**src/hw/rtl/sslf_pkg.sv**
```systemverilog
`timescale 1ns / 1ps

package sslf_pkg;

  localparam int unsigned IdxW  = 3;
  localparam int unsigned MacW  = 8;
  localparam int unsigned TickW = 32;
  localparam int unsigned StW   = 3;
  localparam int unsigned MaxSlots = 8;

  localparam logic [2:0] OP_BIND   = 3'd0;
  localparam logic [2:0] OP_START  = 3'd1;
  localparam logic [2:0] OP_PAIR   = 3'd2;
  localparam logic [2:0] OP_REPORT = 3'd3;
  localparam logic [2:0] OP_ACK    = 3'd4;
  localparam logic [2:0] OP_TICK   = 3'd5;

  localparam logic [StW-1:0] ST_EMPTY   = 3'd0;
  localparam logic [StW-1:0] ST_PAIRING = 3'd1;
  localparam logic [StW-1:0] ST_OK      = 3'd2;
  localparam logic [StW-1:0] ST_ALARM   = 3'd3;
  localparam logic [StW-1:0] ST_OFFLINE = 3'd4;

  localparam logic CFG_PAIRING_TO = 1'b0;
  localparam logic CFG_OFFLINE_TO = 1'b1;

  localparam logic [TickW-1:0] PAIRING_TO_RST = 32'd30000;
  localparam logic [TickW-1:0] OFFLINE_TO_RST = 32'd60000;

  typedef struct packed {
    logic [2:0]       opcode;
    logic [IdxW-1:0]  slot_sel;
    logic [MacW-1:0]  mac_address;
    logic             alarm_flag;
    logic [TickW-1:0] now_ticks;
  } sslf_in_t;

  typedef struct packed {
    logic                      op_result;
    logic [StW*MaxSlots-1:0]   slot_states;
    logic [MaxSlots-1:0]       offline_unacked_mask;
  } sslf_out_t;

  // Command token that walks the row of slot cells.
  typedef struct packed {
    logic             valid;
    logic             in_range;
    logic             claimed;
    logic             result;
    logic [2:0]       opcode;
    logic [IdxW-1:0]  slot_sel;
    logic [MacW-1:0]  mac_address;
    logic             alarm_flag;
    logic [TickW-1:0] now_ticks;
  } sslf_tok_t;

endpackage

```
**src/hw/rtl/sslf_cell.sv**
```systemverilog
`timescale 1ns / 1ps

module sslf_cell #(
  parameter int CELL_IDX = 0
) (
  input  logic                          clk,
  input  logic                          rst_n,
  input  logic [sslf_pkg::TickW-1:0]    pairing_to,
  input  logic [sslf_pkg::TickW-1:0]    offline_to,
  input  sslf_pkg::sslf_tok_t           tok_in,
  output sslf_pkg::sslf_tok_t           tok_out,
  output logic [sslf_pkg::StW-1:0]      state,
  output logic                          offline_unacked
);
  import sslf_pkg::*;

  logic [StW-1:0]   state_r, state_nxt;
  logic [MacW-1:0]  addr_r, addr_nxt;
  logic [TickW-1:0] start_r, start_nxt;
  logic [TickW-1:0] seen_r, seen_nxt;
  logic             ack_r, ack_nxt;
  logic             run_r, run_nxt;
  logic             seen_ok_r, seen_ok_nxt;
  sslf_tok_t        tok_r, tok_nxt;
  logic             sel;
  logic [TickW-1:0] pair_age;
  logic [TickW-1:0] seen_age;

  assign sel      = tok_in.in_range && (tok_in.slot_sel == IdxW'(CELL_IDX));
  assign pair_age = tok_in.now_ticks - start_r;
  assign seen_age = tok_in.now_ticks - seen_r;

  always_comb begin
    state_nxt   = state_r;
    addr_nxt    = addr_r;
    start_nxt   = start_r;
    seen_nxt    = seen_r;
    ack_nxt     = ack_r;
    run_nxt     = run_r;
    seen_ok_nxt = seen_ok_r;
    tok_nxt     = tok_in;
    if (tok_in.valid) begin
      unique case (tok_in.opcode)
        OP_BIND: begin
          if (sel) begin
            addr_nxt    = tok_in.mac_address;
            start_nxt   = '0;
            seen_nxt    = '0;
            run_nxt     = 1'b0;
            seen_ok_nxt = 1'b0;
            ack_nxt     = 1'b0;
            state_nxt   = (tok_in.mac_address != '0) ? ST_OK : ST_EMPTY;
          end
        end
        OP_START: begin
          if (tok_in.in_range) begin
            if (state_r == ST_PAIRING) begin
              addr_nxt  = '0;
              start_nxt = '0;
              run_nxt   = 1'b0;
              ack_nxt   = 1'b0;
              state_nxt = ST_EMPTY;
            end else if (sel && (state_r == ST_EMPTY || state_r == ST_OK)) begin
              state_nxt      = ST_PAIRING;
              start_nxt      = tok_in.now_ticks;
              run_nxt        = 1'b1;
              tok_nxt.result = 1'b1;
            end
          end
        end
        OP_PAIR: begin
          if (!tok_in.claimed && state_r == ST_PAIRING) begin
            addr_nxt        = tok_in.mac_address;
            state_nxt       = ST_OK;
            seen_nxt        = tok_in.now_ticks;
            seen_ok_nxt     = 1'b1;
            tok_nxt.claimed = 1'b1;
            tok_nxt.result  = 1'b1;
          end
        end
        OP_REPORT: begin
          if (!tok_in.claimed && state_r != ST_EMPTY &&
              addr_r == tok_in.mac_address) begin
            seen_nxt        = tok_in.now_ticks;
            seen_ok_nxt     = 1'b1;
            tok_nxt.claimed = 1'b1;
            if (tok_in.alarm_flag) begin
              if (state_r == ST_OK) begin
                state_nxt = ST_ALARM;
              end
            end else if (state_r == ST_PAIRING || state_r == ST_ALARM) begin
              state_nxt = ST_OK;
            end else if (state_r == ST_OFFLINE) begin
              state_nxt = ST_OK;
              ack_nxt   = 1'b0;
            end
          end
        end
        OP_ACK: begin
          if (sel && state_r == ST_OFFLINE && !ack_r) begin
            ack_nxt        = 1'b1;
            tok_nxt.result = 1'b1;
          end
        end
        OP_TICK: begin
          if (state_r == ST_PAIRING && run_r && pair_age > pairing_to) begin
            addr_nxt       = '0;
            start_nxt      = '0;
            run_nxt        = 1'b0;
            ack_nxt        = 1'b0;
            state_nxt      = ST_EMPTY;
            tok_nxt.result = 1'b1;
          end else if ((state_r == ST_OK || state_r == ST_ALARM) && seen_ok_r &&
                       seen_age > offline_to) begin
            state_nxt = ST_OFFLINE;
            ack_nxt   = 1'b0;
          end
        end
        default: begin
        end
      endcase
    end
  end

  always_ff @(posedge clk) begin
    if (!rst_n) begin
      state_r   <= ST_EMPTY;
      addr_r    <= '0;
      start_r   <= '0;
      seen_r    <= '0;
      ack_r     <= 1'b0;
      run_r     <= 1'b0;
      seen_ok_r <= 1'b0;
      tok_r     <= '0;
    end else begin
      state_r   <= state_nxt;
      addr_r    <= addr_nxt;
      start_r   <= start_nxt;
      seen_r    <= seen_nxt;
      ack_r     <= ack_nxt;
      run_r     <= run_nxt;
      seen_ok_r <= seen_ok_nxt;
      tok_r     <= tok_nxt;
    end
  end

  assign tok_out         = tok_r;
  assign state           = state_r;
  assign offline_unacked = (state_r == ST_OFFLINE) && !ack_r;

endmodule

```
**src/hw/rtl/sensor_slot_liveness_fsm_top.sv**
```systemverilog
`timescale 1ns / 1ps

// Sensor slot table with per-slot liveness tracking.
// Commands are presented on in_data and transferred at a rising edge where
// start is high and busy is low. Configuration registers (pairing and offline
// timeouts) are written through cfg_we, cfg_index and cfg_wdata at any edge
// where cfg_we is high, and should only change while busy is low.
// Each slot lives in its own cell; the command travels down the row of cells,
// one cell per cycle, so every slot sees it in turn and lower slots win the
// search for pair and report commands.
// One result transfer follows every command: out_valid rises once the command
// has passed the command register and every slot cell, and is high for exactly
// one cycle. out_data then holds the operation result together with all slot
// states and the unacknowledged offline mask. busy stays high from the command
// transfer through the result cycle, so a new command is taken only after the
// result of the previous one has been delivered.
// The receiver cannot stall; it must take each result in its strobe cycle.
// Reset empties all slots and loads the default timeouts.
module sensor_slot_liveness_fsm_top #(
  parameter int NUM_SLOTS = 8
) (
  input  logic                          clk,
  input  logic                          rst_n,
  input  logic                          start,
  output logic                          busy,
  input  sslf_pkg::sslf_in_t            in_data,
  output logic                          out_valid,
  output sslf_pkg::sslf_out_t           out_data,
  input  logic                          cfg_we,
  input  logic                          cfg_index,
  input  logic [sslf_pkg::TickW-1:0]    cfg_wdata
);
  import sslf_pkg::*;

  logic [TickW-1:0] pairing_to_r;
  logic [TickW-1:0] offline_to_r;
  logic             busy_r, busy_nxt;
  sslf_tok_t        tok0_r, tok0_nxt;
  sslf_tok_t        tok [NUM_SLOTS+1];
  logic [StW-1:0]   cell_state [NUM_SLOTS];
  logic             cell_unacked [NUM_SLOTS];
  logic             accept;

  assign accept = start && !busy_r;

  always_ff @(posedge clk) begin
    if (!rst_n) begin
      pairing_to_r <= PAIRING_TO_RST;
      offline_to_r <= OFFLINE_TO_RST;
    end else if (cfg_we) begin
      unique case (cfg_index)
        CFG_PAIRING_TO: pairing_to_r <= cfg_wdata;
        CFG_OFFLINE_TO: offline_to_r <= cfg_wdata;
        default: begin
        end
      endcase
    end
  end

  always_comb begin
    busy_nxt = busy_r;
    tok0_nxt = '0;
    if (accept) begin
      busy_nxt            = 1'b1;
      tok0_nxt.valid      = 1'b1;
      tok0_nxt.in_range   = (32'(in_data.slot_sel) < NUM_SLOTS);
      tok0_nxt.opcode     = in_data.opcode;
      tok0_nxt.slot_sel   = in_data.slot_sel;
      tok0_nxt.mac_address = in_data.mac_address;
      tok0_nxt.alarm_flag = in_data.alarm_flag;
      tok0_nxt.now_ticks  = in_data.now_ticks;
    end else if (tok[NUM_SLOTS].valid) begin
      busy_nxt = 1'b0;
    end
  end

  always_ff @(posedge clk) begin
    if (!rst_n) begin
      busy_r <= 1'b0;
      tok0_r <= '0;
    end else begin
      busy_r <= busy_nxt;
      tok0_r <= tok0_nxt;
    end
  end

  assign tok[0] = tok0_r;

  for (genvar g = 0; g < NUM_SLOTS; g++) begin : g_cell
    sslf_cell #(
      .CELL_IDX(g)
    ) u_cell (
      .clk             (clk),
      .rst_n           (rst_n),
      .pairing_to      (pairing_to_r),
      .offline_to      (offline_to_r),
      .tok_in          (tok[g]),
      .tok_out         (tok[g+1]),
      .state           (cell_state[g]),
      .offline_unacked (cell_unacked[g])
    );
  end

  for (genvar g = 0; g < MaxSlots; g++) begin : g_out
    if (g < NUM_SLOTS) begin : g_live
      assign out_data.slot_states[g*StW +: StW]   = cell_state[g];
      assign out_data.offline_unacked_mask[g]     = cell_unacked[g];
    end else begin : g_none
      assign out_data.slot_states[g*StW +: StW]   = '0;
      assign out_data.offline_unacked_mask[g]     = 1'b0;
    end
  end

  assign out_data.op_result = tok[NUM_SLOTS].result;
  assign out_valid          = tok[NUM_SLOTS].valid;
  assign busy               = busy_r;

endmodule

```
**config.mk**
```make
export PLATFORM = sky130hd
export DESIGN_NAME = sensor_slot_liveness_fsm_top
export DESIGN_NICKNAME = d
export VERILOG_FILES = /design/src/hw/rtl/sslf_pkg.sv /design/src/hw/rtl/sslf_cell.sv /design/src/hw/rtl/sensor_slot_liveness_fsm_top.sv
export SDC_FILE = /design/constraint.sdc
export NUM_CORES = 2
export LEC_CHECK = 0
export ABC_AREA = 1
export BUFFER_PORTS_ARGS = -buffer_cell sky130_fd_sc_hd__clkbuf_2
export CORE_UTILIZATION = 51
export DETAILED_ROUTE_END_ITERATION = 16
export PLACE_DENSITY_LB_ADDON = 0.3
export SETUP_SLACK_MARGIN = 0.05
export SLEW_MARGIN = 40
export SYNTH_ARGS = -nofsm -noshare
export SYNTH_HDL_FRONTEND = slang
export SYNTH_SLANG_ARGS = --single-unit
```
**constraint.sdc**
```tcl
create_clock -name clk -period 4.5 [get_ports clk]
set_input_delay 0.675 -clock clk [delete_from_list [all_inputs] [get_ports clk]]
set_output_delay 0.675 -clock clk [all_outputs]
set_load 0.1 [all_outputs]
```
==> After elaboration in Yosys (flattened, before gate mapping) <==
Index checks and enable logic that the tools add are counted.
{ "op_classes": {"n_bitwise": 1, "reduce_logical": 255, "order_cmp": 16, "n_eq_ne": 199, "muxes": 465, "n_addsub": 16} }
{ "op_table": {"columns": ["operator", "count"], "rows": [
  ["$mux W32", 56],
  ["$pmux W32 S3", 16],
  ["$gt A32 B32 Y1", 16],
  ["$sub A32 B32 Y32", 16],
  ["$mux W8", 40],
  ["$mux W3", 96],
  ["$pmux W8 S4", 8],
  ["$mux W1", 179],
  ["$pmux W3 S5", 8],
  ["$ne A2 B1 Y1 const B", 56],
  ["$eq A3 B2 Y1 const B", 34],
  ["$logic_and A1 B1 Y1", 97],
  ["$reduce_and A11 Y1", 8],
  ["$eq A3 B3 Y1 const B", 28],
  ["$reduce_and A10 Y1", 8],
  ["$reduce_bool A5 Y1", 16],
  ["$reduce_bool A3 Y1", 24],
  ["$eq A8 B8 Y1", 8],
  ["$reduce_bool A8 Y1", 8],
  ["$reduce_and A7 Y1", 8],
  ["$eq A3 B1 Y1 const B", 17],
  ["$logic_not A3 Y1", 17],
  ["$ne A2 B2 Y1 const B", 24],
  ["$ne A3 B1 Y1 const B", 16],
  ["15 further kinds", 148]
]} }
{ "word_totals": {"inputBits": 84, "out_inout_bits": 35, "register_bits": 1099} }

==> Depth between registers and ports, before layout <==
{ "depth": {"ltp_word": 8, "depth_mapped": 30, "depth_no_buf": 30} }

==> Cells and area by module <==
From an unflattened synthesis, not the netlist that was laid out.
{ "hier_totals": {"hier_cells": 12102, "area_unflattened_um2": 83312.4} }
{ "modules_own_cells": {"columns": ["module", "n_inst", "cells_each", "area_each_um2"], "rows": [
  ["sslf_cell (g_cell[7].u_cell)", 1, 1484, 10013.4],
  ["sslf_cell (g_cell[6].u_cell)", 1, 1467, 9980.8],
  ["sslf_cell (g_cell[5].u_cell)", 1, 1442, 9954.5],
  ["sslf_cell (g_cell[0].u_cell)", 1, 1463, 9932.0],
  ["sslf_cell (g_cell[3].u_cell)", 1, 1448, 9903.2],
  ["sslf_cell (g_cell[4].u_cell)", 1, 1448, 9902.0],
  ["sslf_cell (g_cell[1].u_cell)", 1, 1440, 9890.7],
  ["sslf_cell (g_cell[2].u_cell)", 1, 1422, 9846.9],
  ["sensor_slot_liveness_fsm_top", 1, 488, 3888.7]
]} }

==> Least setup slack after synthesis <==
OpenSTA, ideal clock, no wires.
{ "synth_timing": {"kind": "register -> register", "from": "register g_cell[0].u_cell.tok_r (netlist bit g_cell[0].u_cell.tok_out[0])", "to": "register g_cell[1].u_cell.start_r[1]", "setup_slack_ns": 0.869, "setup_time_ns": 0.122, "arrival_time_ns": 3.509, "path_stages_with_launch": 26, "n_path_buf": 2, "path_cell_list": "dfxtp_1 inv_1 ha_1 inv_1 fa_1 nand3_1 nand2_1 a31oi_1 o21ai_0 a21boi_0 o21ai_0 xor2_1 ha_1 nand2_1 nor2_1 nand4_1 nor2_1 nand2_1 nand2_1 nand2_1 nand2_1 buf_4 nand2_2 buf_6 nand3_1 o21ai_0"} }
{ "synth_via": {"elab_chain_cells": 5} }
{ "synth_lines": {"columns": ["item", "line", "rtl"], "rows": [
  ["start, declared", "sslf_cell.sv:24", "sslf_tok_t tok_r, tok_nxt;"],
  ["start signal, assigned", "sslf_cell.sv:143", "tok_r <= tok_nxt;"],
  ["$sub A32 B32 Y32", "sslf_cell.sv:30", "assign pair_age = tok_in.now_ticks - start_r;"],
  ["$gt A32 B32 Y1", "sslf_cell.sv:106", "if (state_r == ST_PAIRING && run_r && pair_age > pairing_to) begin"],
  ["$logic_and A1 B1 Y1", "sslf_cell.sv:106", null],
  ["$ne A2 B1 Y1 (no source line)", null, null],
  ["$reduce_and A6 Y1 (no source line)", null, null],
  ["end signal, assigned", "sslf_cell.sv:138", "start_r <= start_nxt;"],
  ["end, declared", "sslf_cell.sv:19", "logic [TickW-1:0] start_r, start_nxt;"]
]} }
Every way passes these cells.
A chain may end at the register's enable or synchronous reset.

==> Final worst setup path <==
{ "layout_timing": {"from": "register g_cell[0].u_cell.tok_r (netlist bit g_cell[0].u_cell.tok_out[14])", "to": "register g_cell[1].u_cell.addr_r[1]"} }
{ "layout_via": {"elab_chain_cells": 5} }
{ "layout_lines": {"columns": ["item", "line", "rtl"], "rows": [
  ["$sub A32 B32 Y32", "sslf_cell.sv:30", null],
  ["$gt A32 B32 Y1", "sslf_cell.sv:106", null],
  ["$logic_and A1 B1 Y1", "sslf_cell.sv:106", null],
  ["$ne A2 B1 Y1 (no source line)", null, null],
  ["$reduce_and A7 Y1 (no source line)", null, null],
  ["end signal, assigned", "sslf_cell.sv:137", "addr_r <= addr_nxt;"],
  ["end, declared", "sslf_cell.sv:18", "logic [MacW-1:0] addr_r, addr_nxt;"]
]} }
Every way passes these cells.

==> reports/results.tsv <==
metric	value	unit
FF-to-FF Start	g_cell[0].u_cell.tok_out[14]$_SDFF_PN0_	
CTS tree	yes	
Synth area leader	dfxtp_1	
Slew Viols, Final	0	
FF-to-FF End	g_cell[1].u_cell.addr_r[1]$_SDFFE_PN0P_	
clk_lat worst skew	0.81	ns
kind of end point of the critical path	flop	
IO buf count	118	
# nets final	12500	
CTS Hold Bufs	0	
Pwr Density	294	nW/um2
CP Launch Type	flop	
area of the multi-input gates	49300	um2
Hold Worst Slack	0.0620	ns
total gr overflow	0	
initial antenna violation count	23	
CP required	5.15	ns
die span in x	393	um
Reg2Reg Depth	22	
run status	finished, final reports clean	
maxcap violations	0	
Clock Skews	0.0391	ns
CTS HTree Levels	4	
number of synthesized flops with an enable pin	0	
vias in the first global route	72000	
most frequent cell after synthesis	nand2_1	
Non-Filler Instances	13600	
crit path kind	flop to flop	
largest net degree at the start of global routing	183	
Vias/cell	5.73	
DRC Markers	0	
dominant cells by area after synthesis	dfxtp_1 (28%), ha_1 (16%), nand2_1 (11%)	
Mapped Nets	12300	
crit path launch	g_cell[0].u_cell.tok_out[14]$_SDFF_PN0_	
Final min period	4.33	ns
number of DRC markers in iteration 0	7205	
Mapped Avg Cell Area	6.99	um2
Synth Register Bits	1089	
Initial Util	0.513	
row cnt	143	
Worst-Margin Slew	1.07	ns
antenna-violating nets left	0	
area grow syn2layout	12.1	%
ratio of cells with drive above 1 in the final layout	0.0784	
Commonest cells post-synth	nand2_1 (2203), inv_1 (1676), dfxtp_1 (1089)	
flop-to-flop setup slack	0.17	ns
Final Setup Violations	0	
RSZ-0062 raised after global routing	true	
largest fanout on the critical path	9	
Clock Sinks	1089	
worst vdd ir	364	uV
fin crit share	0.963	
CP Capture Point	g_cell[1].u_cell.addr_r[1]$_SDFFE_PN0P_	
1st-pass router iterations	8	
core area	152000	um2
area post-placement	82100	um2
final wirelength	279000	um
Ys Warns	0	
maximum clock frequency	231	MHz
dpl cells	13300	
global-route wire length before repair	416000	um
vias	77700	
arrival time worst endpoint	4.98	ns
Post-DP HPWL	222000	um
Syn Inst Count	11200	
Max clock buf depth	3	
Hold Crit Class	input pin to flop	
Die ar.	154000	um2
GRT Util Overall	0.350	
Fill cells	14400	
Boundary Pins	119	
Slew headroom	0.284	
Routed WL per cell	20.6	um
ys async rst share	0	
post-synth top area share	0.280	
clock root buffer	clkbuf_16	
Die H	393	um
sequential cell area	21800	um2
Worst-path clk slew	0.07	ns
number of distinct library cells after synthesis	64	
static leakage	43.7	nW
sequential share of the synthesized area	0.280	
Mapped Area	78000	um2
Final Instance Area	87400	um2
Num CTS Buffers	130	
final hold violation count	0	
global placement routability congestion	1.04	
ys flop type	dfxtp_1	
-- per-layer routing --
| metal | vias to the layer above | part of all wire | GRT usage |
|---|---|---|---|
| met1 | 36300 | 0.43 | 0.478 |
| met5 | - | 0.00024 | 0 |
| met2 | 3184 | 0.42 | 0.535 |
| li1 | 37700 | - | - |
| met3 | 555 | 0.092 | 0.0581 |
| met4 | 10 | 0.050 | 0.162 |
-- critical path, stage by stage (launching register included) --
cell and delay (ns):
dfxtp_1 0.37, ha_1 0.42, nand4_1 0.16, nor3_1 0.39, buf_4 0.20, nand4_1 0.07, nand3_1 0.19, nand2_1 0.08
nand2_1 0.11, nand2_1 0.07, nand2_1 0.07, xor2_1 0.20, ha_1 0.26, nand2_1 0.07, nand3b_1 0.19, nor2_1 0.08
a31oi_1 0.20, nand2_1 0.21, nand2_1 0.18, buf_4 0.20, nand2_2 0.14, o21ai_0 0.23, nor2_1 0.06
-- layout make-up --
cell class              count  share of cell area
repair buffers            382              0.0345
multi-input cells        8123               0.564
clock inverters            56             0.00826
diodes                      6            0.000172
flip-flops and latches   1089               0.249
clock buffers             177              0.0419
inverters                1703              0.0732
well taps                2030              0.0290
-- how the worst min path moves through the flow --
stage / startpoint / endpoint / slack [ns] / cells after the start
finish: in_data[27] / tok[435]$_SDFF_PN0_ / 0.06 / 3
global route: in_data[25] / tok[433]$_SDFF_PN0_ / 0.05 / 3
CTS: in_data[27] / tok[435]$_SDFF_PN0_ / 0.02 / 3
detailed placement: g_cell[1].u_cell.tok_out[43]$_SDFF_PN0_ / g_cell[2].u_cell.tok_out[43]$_SDFF_PN0_ / 0.43 / 2
global placement: g_cell[5].u_cell.tok_out[41]$_SDFF_PN0_ / g_cell[6].u_cell.tok_out[41]$_SDFF_PN0_ / 0.42 / 2
floorplan: g_cell[0].u_cell.tok_out[41]$_SDFF_PN0_ / g_cell[1].u_cell.tok_out[41]$_SDFF_PN0_ / 0.40 / 2
-- sequential cells by signal, indices dropped and copies added (netlist names), 8 cells and up --
name                     flops
g_cell.u_cell.addr_r        64
g_cell.u_cell.ack_r          8
g_cell.u_cell.seen_ok_r      8
g_cell.u_cell.run_r          8
g_cell.u_cell.seen_r       256
offline_to_r                32
pairing_to_r                32
g_cell.u_cell.tok_out      352
tok                         48
g_cell.u_cell.state         24
g_cell.u_cell.start_r      256
-- cells by family (layout without fill, tap and decap cells) --
| family | after synthesis | count (layout) | share of synthesized area |
|---|---|---|---|
| fa+ha+maj | 1024 | 1024 | 0.166 |
| simple gates | 4127 | 4128 | 0.226 |
| buf+inv | 1950 | 2318 | 0.0976 |
| other cells | 0 | 6 | 0 |
| flops | 1089 | 1089 | 0.280 |
| compound gates | 2490 | 2490 | 0.177 |
| xor+xnor | 481 | 481 | 0.0540 |
-- power breakdown --
| part | internal, mW | total [mW] | switching, mW | leakage (nW) |
|---|---|---|---|---|
| logic | 1.71 | 4.90 | 3.20 | 32.8 |
| clock network | 6.44 | 11.0 | 4.54 | 2.14 |
| registers | 9.73 | 9.82 | 0.0890 | 8.79 |
| total | 17.9 | 25.7 | 7.82 | 43.7 |
-- cell usage in the layout, fill, tap and decap left out, types with 42 or more instances in the layout --
cell	synthesis	final
nor2_1	748	733
dfxtp_1	1089	1088
nand2_1	2203	2182
inv_2	26	49
clkbuf_16	0	135
a21oi_2	6	42
a21oi_1	1068	1027
nand3_1	755	743
o21bai_1	66	63
a31oi_1	60	55
xor2_1	361	360
nor3_1	122	115
xnor2_1	120	120
clkbuf_2	10	117
o21ai_0	677	649
o21ai_1	220	232
buf_4	22	225
o21ai_2	28	42
o21a_1	85	85
a21o_1	88	88
ha_1	1008	1008
nand4_1	145	145
inv_1	1676	1647
-- what timing repair did --
action	4_1_cts	5_1_grt
resized for setup	13	198
buffers inserted	0	15
setup endpoints to repair	171	361
gates cloned	0	6
pin swaps	0	34
-- through the flow --
step / power [mW] / utilization / setup TNS (ns) / setup WS, ns
after floorplan: 13.1 / - / 0 / 0.869
after global placement: 14.6 / 0.540 / -3.32 / -0.102
after detailed placement: 14.7 / 0.540 / -4.73 / -0.143
after CTS: 25.7 / 0.569 / 0 / 0.0510
after global routing: 26.7 / 0.576 / 0 / 0.00580
final: 25.7 / 0.576 / 0 / 0.167
(Power assumes the default switching activity.)
